## src/sv/rcd_pkg.sv

```systemverilog
// Package for the restricted circular deque: widths, operation and status codes,
// and the command and status structs passed between controller and datapath.
// No dependencies.
package rcd_pkg;

	localparam int DEPTH_DEF = 8;
	localparam int DATA_W    = 32;
	localparam int MODE_W    = 3;
	localparam int STAT_W    = 2;

	// Operation codes carried on s_tuser
	localparam logic [MODE_W-1:0] MODE_INS_R = 3'd0;
	localparam logic [MODE_W-1:0] MODE_INS_L = 3'd1;
	localparam logic [MODE_W-1:0] MODE_DEL_L = 3'd2;
	localparam logic [MODE_W-1:0] MODE_DEL_R = 3'd3;
	localparam logic [MODE_W-1:0] MODE_LIST  = 3'd4;

	// Result status codes carried on m_tuser
	localparam logic [STAT_W-1:0] ST_OK     = 2'd0;
	localparam logic [STAT_W-1:0] ST_OVER   = 2'd1;
	localparam logic [STAT_W-1:0] ST_UNDER  = 2'd2;
	localparam logic [STAT_W-1:0] ST_DENIED = 2'd3;

	// Restriction register values
	localparam logic RESTR_IN  = 1'b0;
	localparam logic RESTR_OUT = 1'b1;

	// Store read address select
	localparam logic [1:0] RD_LEFT  = 2'd0;
	localparam logic [1:0] RD_RIGHT = 2'd1;
	localparam logic [1:0] RD_POS   = 2'd2;

	typedef struct packed {
		logic              load_in;     // capture the accepted beat
		logic              ins;         // insert value_q, move a pointer
		logic              del;         // remove one word, move a pointer
		logic              rd_en;       // read the store
		logic [1:0]        rd_sel;      // read address select
		logic              list_start;  // walk pointer to left slot
		logic              list_next;   // advance walk pointer
		logic              out_load;    // load the output register
		logic              out_ram;     // output data from store, else zero
		logic [STAT_W-1:0] out_status;
		logic              out_last;
	} dp_cmd_t;

	typedef struct packed {
		logic [MODE_W-1:0] mode;
		logic              restr;
		logic              empty;
		logic              full;
		logic              pos_at_right;
	} dp_stat_t;

endpackage

```

## src/sv/restricted_circular_deque_top.sv

```systemverilog
// Restricted circular deque: a deque of 32-bit words in a circular store of
// DEPTH words, with a one-bit register choosing input- or output-restricted mode.
//
// Input beat (s_*): s_tuser carries the operation (insert right, insert left,
// delete left, delete right, list), s_tdata the word to insert.
// Output beat (m_*): m_tdata the removed or listed word (zero otherwise),
// m_tuser the status (ok, overflow, underflow/empty, not allowed), m_tlast
// marks the final beat caused by one input beat.
// Config (cfg_*): cfg_data[0] writes the restriction; cfg_ready is always high.
// Write it only while no operation is in flight.
// A status-only result is loaded in the execute step that follows acceptance;
// a delete reads the store there and loads the word in its delete step (store
// read is registered). A listing holds s_tready low and gives each word by a
// store read followed by the output load, taking no new beat until the last
// word is loaded.
// One beat is taken while the previous result still sits in the output
// register; a stalled m_tready then holds the block in its output-loading step.
// Reset leaves the deque empty and the restriction at input-restricted; the
// store contents stay undefined until written.
module restricted_circular_deque_top #(
	parameter int DEPTH = rcd_pkg::DEPTH_DEF
) (
	input  logic                         clk,
	input  logic                         arst_n,
	input  logic                         s_tvalid,
	output logic                         s_tready,
	input  logic [rcd_pkg::DATA_W-1:0]   s_tdata,   // [31:0] value
	input  logic [rcd_pkg::MODE_W-1:0]   s_tuser,   // [2:0] mode
	output logic                         m_tvalid,
	input  logic                         m_tready,
	output logic [rcd_pkg::DATA_W-1:0]   m_tdata,   // [31:0] data
	output logic [rcd_pkg::STAT_W-1:0]   m_tuser,   // [1:0] status
	output logic                         m_tlast,
	input  logic                         cfg_valid,
	output logic                         cfg_ready,
	input  logic [0:0]                   cfg_data   // [0] restriction
);
	import rcd_pkg::*;

	dp_cmd_t  cmd;
	dp_stat_t stat;

	assign cfg_ready = 1'b1;

	rcd_ctrl u_ctrl (
		.clk       (clk),
		.arst_n    (arst_n),
		.in_valid  (s_tvalid),
		.in_ready  (s_tready),
		.out_valid (m_tvalid),
		.out_ready (m_tready),
		.stat      (stat),
		.cmd       (cmd)
	);

	rcd_dp #(
		.DEPTH (DEPTH)
	) u_dp (
		.clk        (clk),
		.arst_n     (arst_n),
		.in_value   (s_tdata),
		.in_mode    (s_tuser),
		.cfg_we     (cfg_valid && cfg_ready),
		.cfg_bit    (cfg_data[0]),
		.cmd        (cmd),
		.stat       (stat),
		.out_data   (m_tdata),
		.out_status (m_tuser),
		.out_last   (m_tlast)
	);

`ifndef SYNTHESIS
	// Never write into a full deque
	a_no_ins_full: assert property (@(posedge clk) disable iff (!arst_n)
		cmd.ins |-> !stat.full)
		else $error("insert issued while full");

	// Never remove from an empty deque
	a_no_del_empty: assert property (@(posedge clk) disable iff (!arst_n)
		cmd.del |-> !stat.empty)
		else $error("delete issued while empty");

	// Any non-ok result closes its operation
	a_err_is_last: assert property (@(posedge clk) disable iff (!arst_n)
		(m_tvalid && m_tuser != ST_OK) |-> m_tlast)
		else $error("error status without last");

	// One operation at a time: no accept right after an accept
	a_one_at_a_time: assert property (@(posedge clk) disable iff (!arst_n)
		(s_tvalid && s_tready) |=> !s_tready)
		else $error("back-to-back accept");
`endif

endmodule

```

## src/sv/rcd_ram.sv

```systemverilog
// Generic single-write, single-read RAM with registered read data.
// Depends on rcd_pkg for default widths.
module rcd_ram #(
	parameter int WIDTH = rcd_pkg::DATA_W,
	parameter int DEPTH = rcd_pkg::DEPTH_DEF
) (
	input  logic                     clk,
	input  logic                     we,
	input  logic [$clog2(DEPTH)-1:0] waddr,
	input  logic [WIDTH-1:0]         wdata,
	input  logic                     re,
	input  logic [$clog2(DEPTH)-1:0] raddr,
	output logic [WIDTH-1:0]         rdata
);
	logic [WIDTH-1:0] mem_q [DEPTH];
	logic [WIDTH-1:0] rdata_q;

	// Write port
	always_ff @(posedge clk) begin
		if (we) begin
			mem_q[waddr] <= wdata;
		end
	end

	// Registered read port, holds between reads
	always_ff @(posedge clk) begin
		if (re) begin
			rdata_q <= mem_q[raddr];
		end
	end

	assign rdata = rdata_q;

endmodule

```

## src/sv/rcd_dp.sv

```systemverilog
// Datapath of the restricted circular deque: pointers, empty flag, restriction
// register, walk pointer, store RAM and output payload. Depends on rcd_pkg, rcd_ram.
module rcd_dp #(
	parameter int DEPTH = rcd_pkg::DEPTH_DEF
) (
	input  logic                         clk,
	input  logic                         arst_n,
	input  logic [rcd_pkg::DATA_W-1:0]   in_value,
	input  logic [rcd_pkg::MODE_W-1:0]   in_mode,
	input  logic                         cfg_we,
	input  logic                         cfg_bit,
	input  rcd_pkg::dp_cmd_t             cmd,
	output rcd_pkg::dp_stat_t            stat,
	output logic [rcd_pkg::DATA_W-1:0]   out_data,
	output logic [rcd_pkg::STAT_W-1:0]   out_status,
	output logic                         out_last
);
	import rcd_pkg::*;

	localparam int AW = $clog2(DEPTH);
	localparam logic [AW-1:0] TOP_SLOT = AW'(DEPTH - 1);

	logic [AW-1:0]     left_q, right_q, pos_q;
	logic              empty_q, restr_q;
	logic [MODE_W-1:0] mode_q;
	logic [DATA_W-1:0] value_q;
	logic [DATA_W-1:0] data_q;
	logic [STAT_W-1:0] status_q;
	logic              last_q;

	logic [AW-1:0]     nxt_right, prv_right, nxt_left, prv_left, nxt_pos;
	logic [AW-1:0]     wr_addr, rd_addr;
	logic [DATA_W-1:0] rd_data;

	function automatic logic [AW-1:0] slot_next(input logic [AW-1:0] s);
		slot_next = (s == TOP_SLOT) ? '0 : s + 1'b1;
	endfunction

	function automatic logic [AW-1:0] slot_prev(input logic [AW-1:0] s);
		slot_prev = (s == '0) ? TOP_SLOT : s - 1'b1;
	endfunction

	assign nxt_right = slot_next(right_q);
	assign prv_right = slot_prev(right_q);
	assign nxt_left  = slot_next(left_q);
	assign prv_left  = slot_prev(left_q);
	assign nxt_pos   = slot_next(pos_q);

	// Status toward the controller
	always_comb begin
		stat.mode         = mode_q;
		stat.restr        = restr_q;
		stat.empty        = empty_q;
		stat.full         = !empty_q && (nxt_right == left_q);
		stat.pos_at_right = (pos_q == right_q);
	end

	// Capture the accepted beat
	always_ff @(posedge clk) begin
		if (cmd.load_in) begin
			mode_q  <= in_mode;
			value_q <= in_value;
		end
	end

	// Restriction register
	always_ff @(posedge clk or negedge arst_n) begin
		if (!arst_n) begin
			restr_q <= RESTR_IN;
		end else if (cfg_we) begin
			restr_q <= cfg_bit;
		end
	end

	// Pointers and empty flag
	always_ff @(posedge clk or negedge arst_n) begin
		if (!arst_n) begin
			left_q  <= '0;
			right_q <= '0;
			empty_q <= 1'b1;
		end else if (cmd.ins) begin
			if (empty_q) begin
				left_q  <= '0;
				right_q <= '0;
				empty_q <= 1'b0;
			end else if (mode_q == MODE_INS_R) begin
				right_q <= nxt_right;
			end else begin
				left_q <= prv_left;
			end
		end else if (cmd.del) begin
			if (left_q == right_q) begin
				left_q  <= '0;
				right_q <= '0;
				empty_q <= 1'b1;
			end else if (mode_q == MODE_DEL_L) begin
				left_q <= nxt_left;
			end else begin
				right_q <= prv_right;
			end
		end
	end

	// Walk pointer for listing
	always_ff @(posedge clk or negedge arst_n) begin
		if (!arst_n) begin
			pos_q <= '0;
		end else if (cmd.list_start) begin
			pos_q <= left_q;
		end else if (cmd.list_next) begin
			pos_q <= nxt_pos;
		end
	end

	// Store addresses
	always_comb begin
		if (empty_q) begin
			wr_addr = '0;
		end else if (mode_q == MODE_INS_R) begin
			wr_addr = nxt_right;
		end else begin
			wr_addr = prv_left;
		end
		case (cmd.rd_sel)
			RD_LEFT:  rd_addr = left_q;
			RD_RIGHT: rd_addr = right_q;
			default:  rd_addr = pos_q;
		endcase
	end

	rcd_ram #(
		.WIDTH (DATA_W),
		.DEPTH (DEPTH)
	) u_store (
		.clk   (clk),
		.we    (cmd.ins),
		.waddr (wr_addr),
		.wdata (value_q),
		.re    (cmd.rd_en),
		.raddr (rd_addr),
		.rdata (rd_data)
	);

	// Output payload
	always_ff @(posedge clk) begin
		if (cmd.out_load) begin
			data_q   <= cmd.out_ram ? rd_data : '0;
			status_q <= cmd.out_status;
			last_q   <= cmd.out_last;
		end
	end

	assign out_data   = data_q;
	assign out_status = status_q;
	assign out_last   = last_q;

endmodule

```

## src/sv/rcd_ctrl.sv

```systemverilog
// Controller of the restricted circular deque: sequences accept, execute,
// store reads and the listing walk, and owns the output valid. Depends on rcd_pkg.
module rcd_ctrl (
	input  logic               clk,
	input  logic               arst_n,
	input  logic               in_valid,
	output logic               in_ready,
	output logic               out_valid,
	input  logic               out_ready,
	input  rcd_pkg::dp_stat_t  stat,
	output rcd_pkg::dp_cmd_t   cmd
);
	import rcd_pkg::*;

	localparam logic [2:0] S_IDLE = 3'd0;
	localparam logic [2:0] S_EXEC = 3'd1;
	localparam logic [2:0] S_DEL  = 3'd2;
	localparam logic [2:0] S_LRD  = 3'd3;
	localparam logic [2:0] S_LOUT = 3'd4;

	logic [2:0] state_q, state_d;
	logic       out_valid_q;
	logic       out_free;

	assign out_free = !out_valid_q || out_ready;

	// Next state and commands
	always_comb begin
		state_d        = state_q;
		cmd            = '0;
		cmd.out_status = ST_OK;
		cmd.rd_sel     = RD_POS;
		in_ready       = 1'b0;
		case (state_q)
			S_IDLE: begin
				in_ready = 1'b1;
				if (in_valid) begin
					cmd.load_in = 1'b1;
					state_d     = S_EXEC;
				end
			end
			S_EXEC: begin
				case (stat.mode)
					MODE_INS_R, MODE_INS_L: begin
						if (out_free) begin
							cmd.out_load = 1'b1;
							cmd.out_last = 1'b1;
							state_d      = S_IDLE;
							if (stat.mode == MODE_INS_L && stat.restr == RESTR_IN) begin
								cmd.out_status = ST_DENIED;
							end else if (stat.full) begin
								cmd.out_status = ST_OVER;
							end else begin
								cmd.ins = 1'b1;
							end
						end
					end
					MODE_DEL_L, MODE_DEL_R: begin
						if (stat.mode == MODE_DEL_R && stat.restr == RESTR_OUT) begin
							if (out_free) begin
								cmd.out_load   = 1'b1;
								cmd.out_last   = 1'b1;
								cmd.out_status = ST_DENIED;
								state_d        = S_IDLE;
							end
						end else if (stat.empty) begin
							if (out_free) begin
								cmd.out_load   = 1'b1;
								cmd.out_last   = 1'b1;
								cmd.out_status = ST_UNDER;
								state_d        = S_IDLE;
							end
						end else begin
							// read the end slot, then move the pointer
							cmd.rd_en  = 1'b1;
							cmd.rd_sel = (stat.mode == MODE_DEL_L) ? RD_LEFT : RD_RIGHT;
							cmd.del    = 1'b1;
							state_d    = S_DEL;
						end
					end
					MODE_LIST: begin
						if (stat.empty) begin
							if (out_free) begin
								cmd.out_load   = 1'b1;
								cmd.out_last   = 1'b1;
								cmd.out_status = ST_UNDER;
								state_d        = S_IDLE;
							end
						end else begin
							cmd.list_start = 1'b1;
							state_d        = S_LRD;
						end
					end
					default: begin
						if (out_free) begin
							cmd.out_load   = 1'b1;
							cmd.out_last   = 1'b1;
							cmd.out_status = ST_DENIED;
							state_d        = S_IDLE;
						end
					end
				endcase
			end
			S_DEL: begin
				if (out_free) begin
					cmd.out_load = 1'b1;
					cmd.out_ram  = 1'b1;
					cmd.out_last = 1'b1;
					state_d      = S_IDLE;
				end
			end
			S_LRD: begin
				cmd.rd_en  = 1'b1;
				cmd.rd_sel = RD_POS;
				state_d    = S_LOUT;
			end
			S_LOUT: begin
				if (out_free) begin
					cmd.out_load = 1'b1;
					cmd.out_ram  = 1'b1;
					cmd.out_last = stat.pos_at_right;
					if (stat.pos_at_right) begin
						state_d = S_IDLE;
					end else begin
						cmd.list_next = 1'b1;
						state_d       = S_LRD;
					end
				end
			end
			default: begin
				state_d = S_IDLE;
			end
		endcase
	end

	// State register
	always_ff @(posedge clk or negedge arst_n) begin
		if (!arst_n) begin
			state_q <= S_IDLE;
		end else begin
			state_q <= state_d;
		end
	end

	// Output valid: set on load, drop when the beat is taken
	always_ff @(posedge clk or negedge arst_n) begin
		if (!arst_n) begin
			out_valid_q <= 1'b0;
		end else if (cmd.out_load) begin
			out_valid_q <= 1'b1;
		end else if (out_ready) begin
			out_valid_q <= 1'b0;
		end
	end

	assign out_valid = out_valid_q;

endmodule
```

## config.mk

```make
export PLATFORM = sky130hd
export DESIGN_NAME = restricted_circular_deque_top
export DESIGN_NICKNAME = d
export VERILOG_FILES = /design/src/sv/rcd_pkg.sv /design/src/sv/restricted_circular_deque_top.sv /design/src/sv/rcd_ram.sv /design/src/sv/rcd_dp.sv /design/src/sv/rcd_ctrl.sv
export SDC_FILE = /design/constraint.sdc
export NUM_CORES = 1
export LEC_CHECK = 0
export ABC_AREA = 1
export BUFFER_PORTS_ARGS = -buffer_cell sky130_fd_sc_hd__buf_2
export CORE_MARGIN = 2
export CORE_UTILIZATION = 50
export CTS_BUF_LIST = sky130_fd_sc_hd__clkbuf_8
export CTS_CLUSTER_DIAMETER = 200
export CTS_CLUSTER_SIZE = 10
export DETAILED_ROUTE_END_ITERATION = 12
export GPL_TIMING_DRIVEN = 0
export PLACE_DENSITY = 0.67
export SYNTH_ARGS = -nofsm -noshare
export SYNTH_HDL_FRONTEND = slang
export SYNTH_HIERARCHICAL = 1
export SYNTH_SLANG_ARGS = --single-unit
```

## constraint.sdc

```tcl
create_clock -name clk -period 7.15 [get_ports clk]
set_input_delay 1.43 -clock clk [delete_from_list [all_inputs] [get_ports clk]]
set_output_delay 1.43 -clock clk [all_outputs]
set_load 0.05 [all_outputs]
```

Yosys cells after proc, flatten, opt, wreduce, memory -nomap -nowiden --
Memories as Yosys holds them, arrays and structs flattened. A register that Yosys moved wholly into a read port is not among the register bits. Cells that the tools add are included.
Word-level totals: register bits after elaboration 85, bits in latches 0, memory bits (writable) 256, bits in read-only memories 0, input port bits 41, word-level logic and storage cells 135, memories 1
Memories:
- u_dp.u_store.mem_q | words 8, width 32, rd ports 1, clocked after Yosys merged registers in 1, wr ports 1, RTL line rcd_ram.sv:15 | logic [WIDTH-1:0] mem_q [DEPTH];
Cells by class: add/subtract/negate cells 5, multipliers 0, divide/modulo/power cells 0, magnitude comparators 0, equality and inequality tests 20, shifts and indexed selects 0, muxes and demuxes 74, bitwise operators 1, reduce and logical (&&, ||, !) cells 22
Operators by type and width (count):
- 2-to-1 mux 3 bit | 33
- 2-to-1 mux 1 bit | 25
- one-hot mux 3 bit (2 select lines) | 3
- equality test 3 bit, second input constant | 5
- one-hot mux 3 bit (5 select lines) | 1
- equality test 3 x 2 -> 1 bit, second input constant | 4
- zero test 3 bit | 4
- 2-to-1 mux 4 bit | 3
- adder 3 x 1 -> 3 bit, second input constant | 3
- equality test 3 bit | 3
- one-hot mux 3 bit (3 select lines) | 1
- 2-to-1 mux 2 bit | 4
- nonzero test 2 bit | 4
- equality test 3 x 1 -> 1 bit, second input constant | 2
- != test 3 x 2 -> 1 bit, second input constant | 2
- one-hot mux 1 bit (3 select lines) | 2
- AND reduction 3 bit | 2
- subtractor 3 x 1 -> 3 bit, second input constant | 2
- one-hot mux 1 bit (2 select lines) | 2
- AND reduction 2 bit | 2
- OR reduction 2 bit | 2
- logical AND 1 bit | 3
- != test 3 x 1 -> 1 bit, second input constant | 1
- nonzero test 3 bit | 1
- other kinds (7) | 8

Logic depth before layout (Yosys ltp) --
depth in word-level cells 11, gate-level depth with buffers 16, mapped depth without buffers 15

Hierarchy --
The synthesis kept the hierarchy.
Modules (own cells, without submodules):
- rcd_ram | times used 1, cells each 1156, area an instance 12192.9 um2, seq. area each 8648.3 um2
- rcd_dp | times used 1, cells each 285, area an instance 3398.3 um2, seq. area each 2378.5 um2
- rcd_ctrl | times used 1, cells each 84, area an instance 473.0 um2, seq. area each 100.1 um2
- restricted_circular_deque_top | times used 1, cells each 2, area an instance 11.3 um2, seq. area each 0.0 um2

Worst setup path before layout --
Ideal clock, no wire load.
path type input to register, from input port m_tready, to memory u_dp/u_store/mem_q[1][0] in the netlist's numbering (enable), setup time 421 ps, arrival time 3526 ps, path slack 3202 ps, stages on the path 6, buffers on the path 0, cell sequence nor2_4 -> inv_2 -> nand3_1 -> nor2_1 -> nand2_1 -> nor2_1
RTL lines:
- from (decl) | RTL line restricted_circular_deque_top.sv:30 | input logic m_tready,
- to (decl) | RTL line rcd_ram.sv:15

==> qor.txt <==
Most frequent cell after synthesis - nand2_1
GR Overflow Total - 0
Inserted Clock Buffers - 43
Clk sinks - 373
Clk pin slew, worst setup/hold paths - 80 ps
Root Buffer - clkbuf_8
Crit Path Max Fanout - 17
Final TNS setup - 0 ps
Synth Area in XOR/XNOR - 0.327%
Post-synthesis sequential area ratio - 69.2%
Final Hold Fails - 0
Vias in the first global route - 10,153
Die Width - 183 um
GRT Util Overall - 20.9%
Top-area cell type share of the netlist area - 66.9%
CP Class - reg2reg
Post-synthesis cell type count - 35
Startpoint Class - flip-flop
H-tree levels - 2
Avg WL per Cell - 16.5 um
Design Area, Final - 0.0179 sq mm
Maximum number of pins on one net before global-route repair - 27
Post-synthesis mux area share - 0.0700%
WP data arrival - 3730 ps
Initial DRC count - 792
Placeable Area - 0.0316 sq mm
Top delay family on crit path - simple AND/OR/NAND/NOR gates
TritonCTS clock tree - yes
Layout cell share with drive strength beyond 1 - 13.0%
Post-cts sizing count - 0
Vias - 10,436
# Post-CTS Setup Buffers - 0
Crit path buf inv count - 2
Tmin final - 3500 ps
DP Cell Count - 2,017
Site Rows - 65
Max-cap violations - 0
Post-synth top cells - 526 x nand2_1, 358 x edfxtp_1, 313 x inv_1, 152 x nand3_1, 26 x nor2_1
CTS Hold Buffers Added - 0
Die area - 0.0336 sq mm
PortBufs - 77
Outcome - finished clean
Synth Area in Simple Gates - 18.7%
Die Y - 183 um
Pleak - 8.15 nW
Area contributors post-synth - edfxtp_1 67%, nand2_1 12%, inv_1 7.3%
Crit path cell chain - ha_1 > ha_1 > nor2_1 > xor2_1 > nor3_1 > inv_1 > nand2_1 > nor2_1 > nand2_1 > nor2_4 > buf_16
Placed Instance Area - 0.0173 sq mm
EDFF count, synth - 358
Power Density - 390 mW/mm^2
Req. time, crit path - 7380 ps
Starting Density - 50.8%
Crit. End Element - flip-flop
Area growth syn-to-layout - 11.4%
Final Max Tran Viols - 0
Synth Instances - 1,527
Drt pass-1 iters - 8
RD Place Congestion - 0.867
Worst VDD drop - 0.236 mV
Main synth FF type - edfxtp_1
Antenna cells - 0
Final period utilization - 49.0%
Post-DP HPWL - 22,300 um
Tightest Pin Transition - 706 ps
Final wirelength - 34,200 um
Yosys reg bits - 373
Via/cell ratio - 5.04
Nets - 1,711
Ys async rst share - 4.02%
Residual DRC count - 0
CP max stage cell - nor2_4
RSZ-0062 raised after global routing - no
Adder-cell area share of the yosys netlist - 0.778%
Max-slew headroom - 52.9%
Initial antenna violation count - 0
Clk buf depth - 3
Synth Cell Area - 0.0161 sq mm
Final setup fails - 0
Tightest Hold Check Type - reg2reg
Top cell type by total area after synthesis - edfxtp_1
First-pass GRT wire length - 53,600 um
Worst-case hold slack - 494 ps
Syn Area/Cell - 10.5 sq um
Slowest Stage Delay on Critical Path - 620 ps
Post-route insts no fill - 2,069
Synth warn - 6
Clock latency on the worst-skew pair - 560 ps
Worst Clk Skew - 32.9 ps
I/O pin count - 79
Compound-Gate Fraction of Synth Area - 1.10%
DRT antenna net count - 0
Fmax - 286 MHz
Syn_nets - 1,578
Largest family of logic cells by synthesized area - simple AND/OR/NAND/NOR gates
metal layers:
metal / GRT usage [%] / vias up / wire length, um
met5: 0 / - / 0
met4: 6.43 / 0 / 653
met3: 3.24 / 50 / 2440
met2: 35.3 / 380 / 16500
met1: 28.0 / 4947 / 14600
li1: - / 5059 / -
worst paths after layout:
path	start	to	slack, ps	cells after the start
max	u_dp/right_q[1]	u_dp/u_store/mem_q[3][7]	3650	11
min	u_dp/u_store/rdata[25]	u_dp/out_data[25]	490	2
max reg2reg	u_dp/right_q[1]	u_dp/u_store/mem_q[3][7]	3650	11
min reg2reg	u_dp/u_store/rdata[25]	u_dp/out_data[25]	490	2
max in group asynchronous	arst_n	u_dp/empty_q	6030	1
min in group asynchronous	arst_n	u_dp/right_q[0]	790	1
per-stage QoR:
stage | power [mW] | utilization (%) | setup WS, ps
after floorplan | 4.96 | - | 3200
after global placement | 5.66 | 53.6 | 1550
after detailed placement | 5.82 | 54.6 | 3290
after CTS | 7.04 | 56.6 | 3640
after global routing | 7.41 | 56.6 | 3340
final | 6.99 | 56.6 | 3650
tightest hold or removal path, stage by stage (launching register included):
cell	delay, ps
edfxtp_1	320
nand2_1	50
inv_1	40
power by group:
part | internal (mW) | switching (mW) | total (mW)
combinational | 0.713 | 1.90 | 2.61
sequential | 2.94 | 0.211 | 3.16
clock | 0.545 | 0.684 | 1.23
cell type report:
type                       instances  area (sq um)
buffer                            56           363
clock buffer                      43           592
clock inverter                     9          42.5
fill                            2584         13700
inverter                         323          1210
multi-input combinational        775          3450
sequential                       373         11100
tap                              402           503
timing repair buffer              88           621
cell families after synthesis:
family	after synthesis
simple gates	726
compound gates	31
mux	1
buf+inv	379
fa+ha+maj	10
xor+xnor	6
flops	373
other cells	1
sequential cells by signal (all words and copies together) (netlist names):
register,count
u_dp/pos_q,3
u_dp/out_data,32
u_dp/left_q,3
u_dp/right_q,3
u_dp/mode_q,3
u_dp/out_last,1
u_ctrl/state_q,3
u_dp/value_q,32
u_dp/empty_q,1
u_ctrl/out_valid,1
u_dp/restr_q,1
u_dp/u_store/rdata,32
u_dp/u_store/mem_q,256
u_dp/out_status,2
cells in the final DEF, fill, tap and decap left out, types with 2 or more instances in the layout:
cell	synthesis	final
buf_6	13	13
a31oi_1	3	3
dfrtp_1	14	14
nor2_4	2	12
buf_12	0	9
inv_2	9	9
edfxtp_1	358	358
buf_4	8	8
nand2_1	526	525
buf_16	0	2
inv_1	313	320
buf_1	5	5
xor2_1	5	5
nand3_1	152	152
nand2_2	6	7
nor2_2	4	4
nor2_1	26	16
o21ai_0	14	14
buf_2	20	97
clkbuf_8	0	43
ha_1	10	10
nand4_1	2	2
a22oi_1	2	2
a21oi_1	9	9
clkbuf_1	10	10
nand3_2	3	3
nor3_1	2	2
Note: power is estimated with default switching activity, not from simulation.
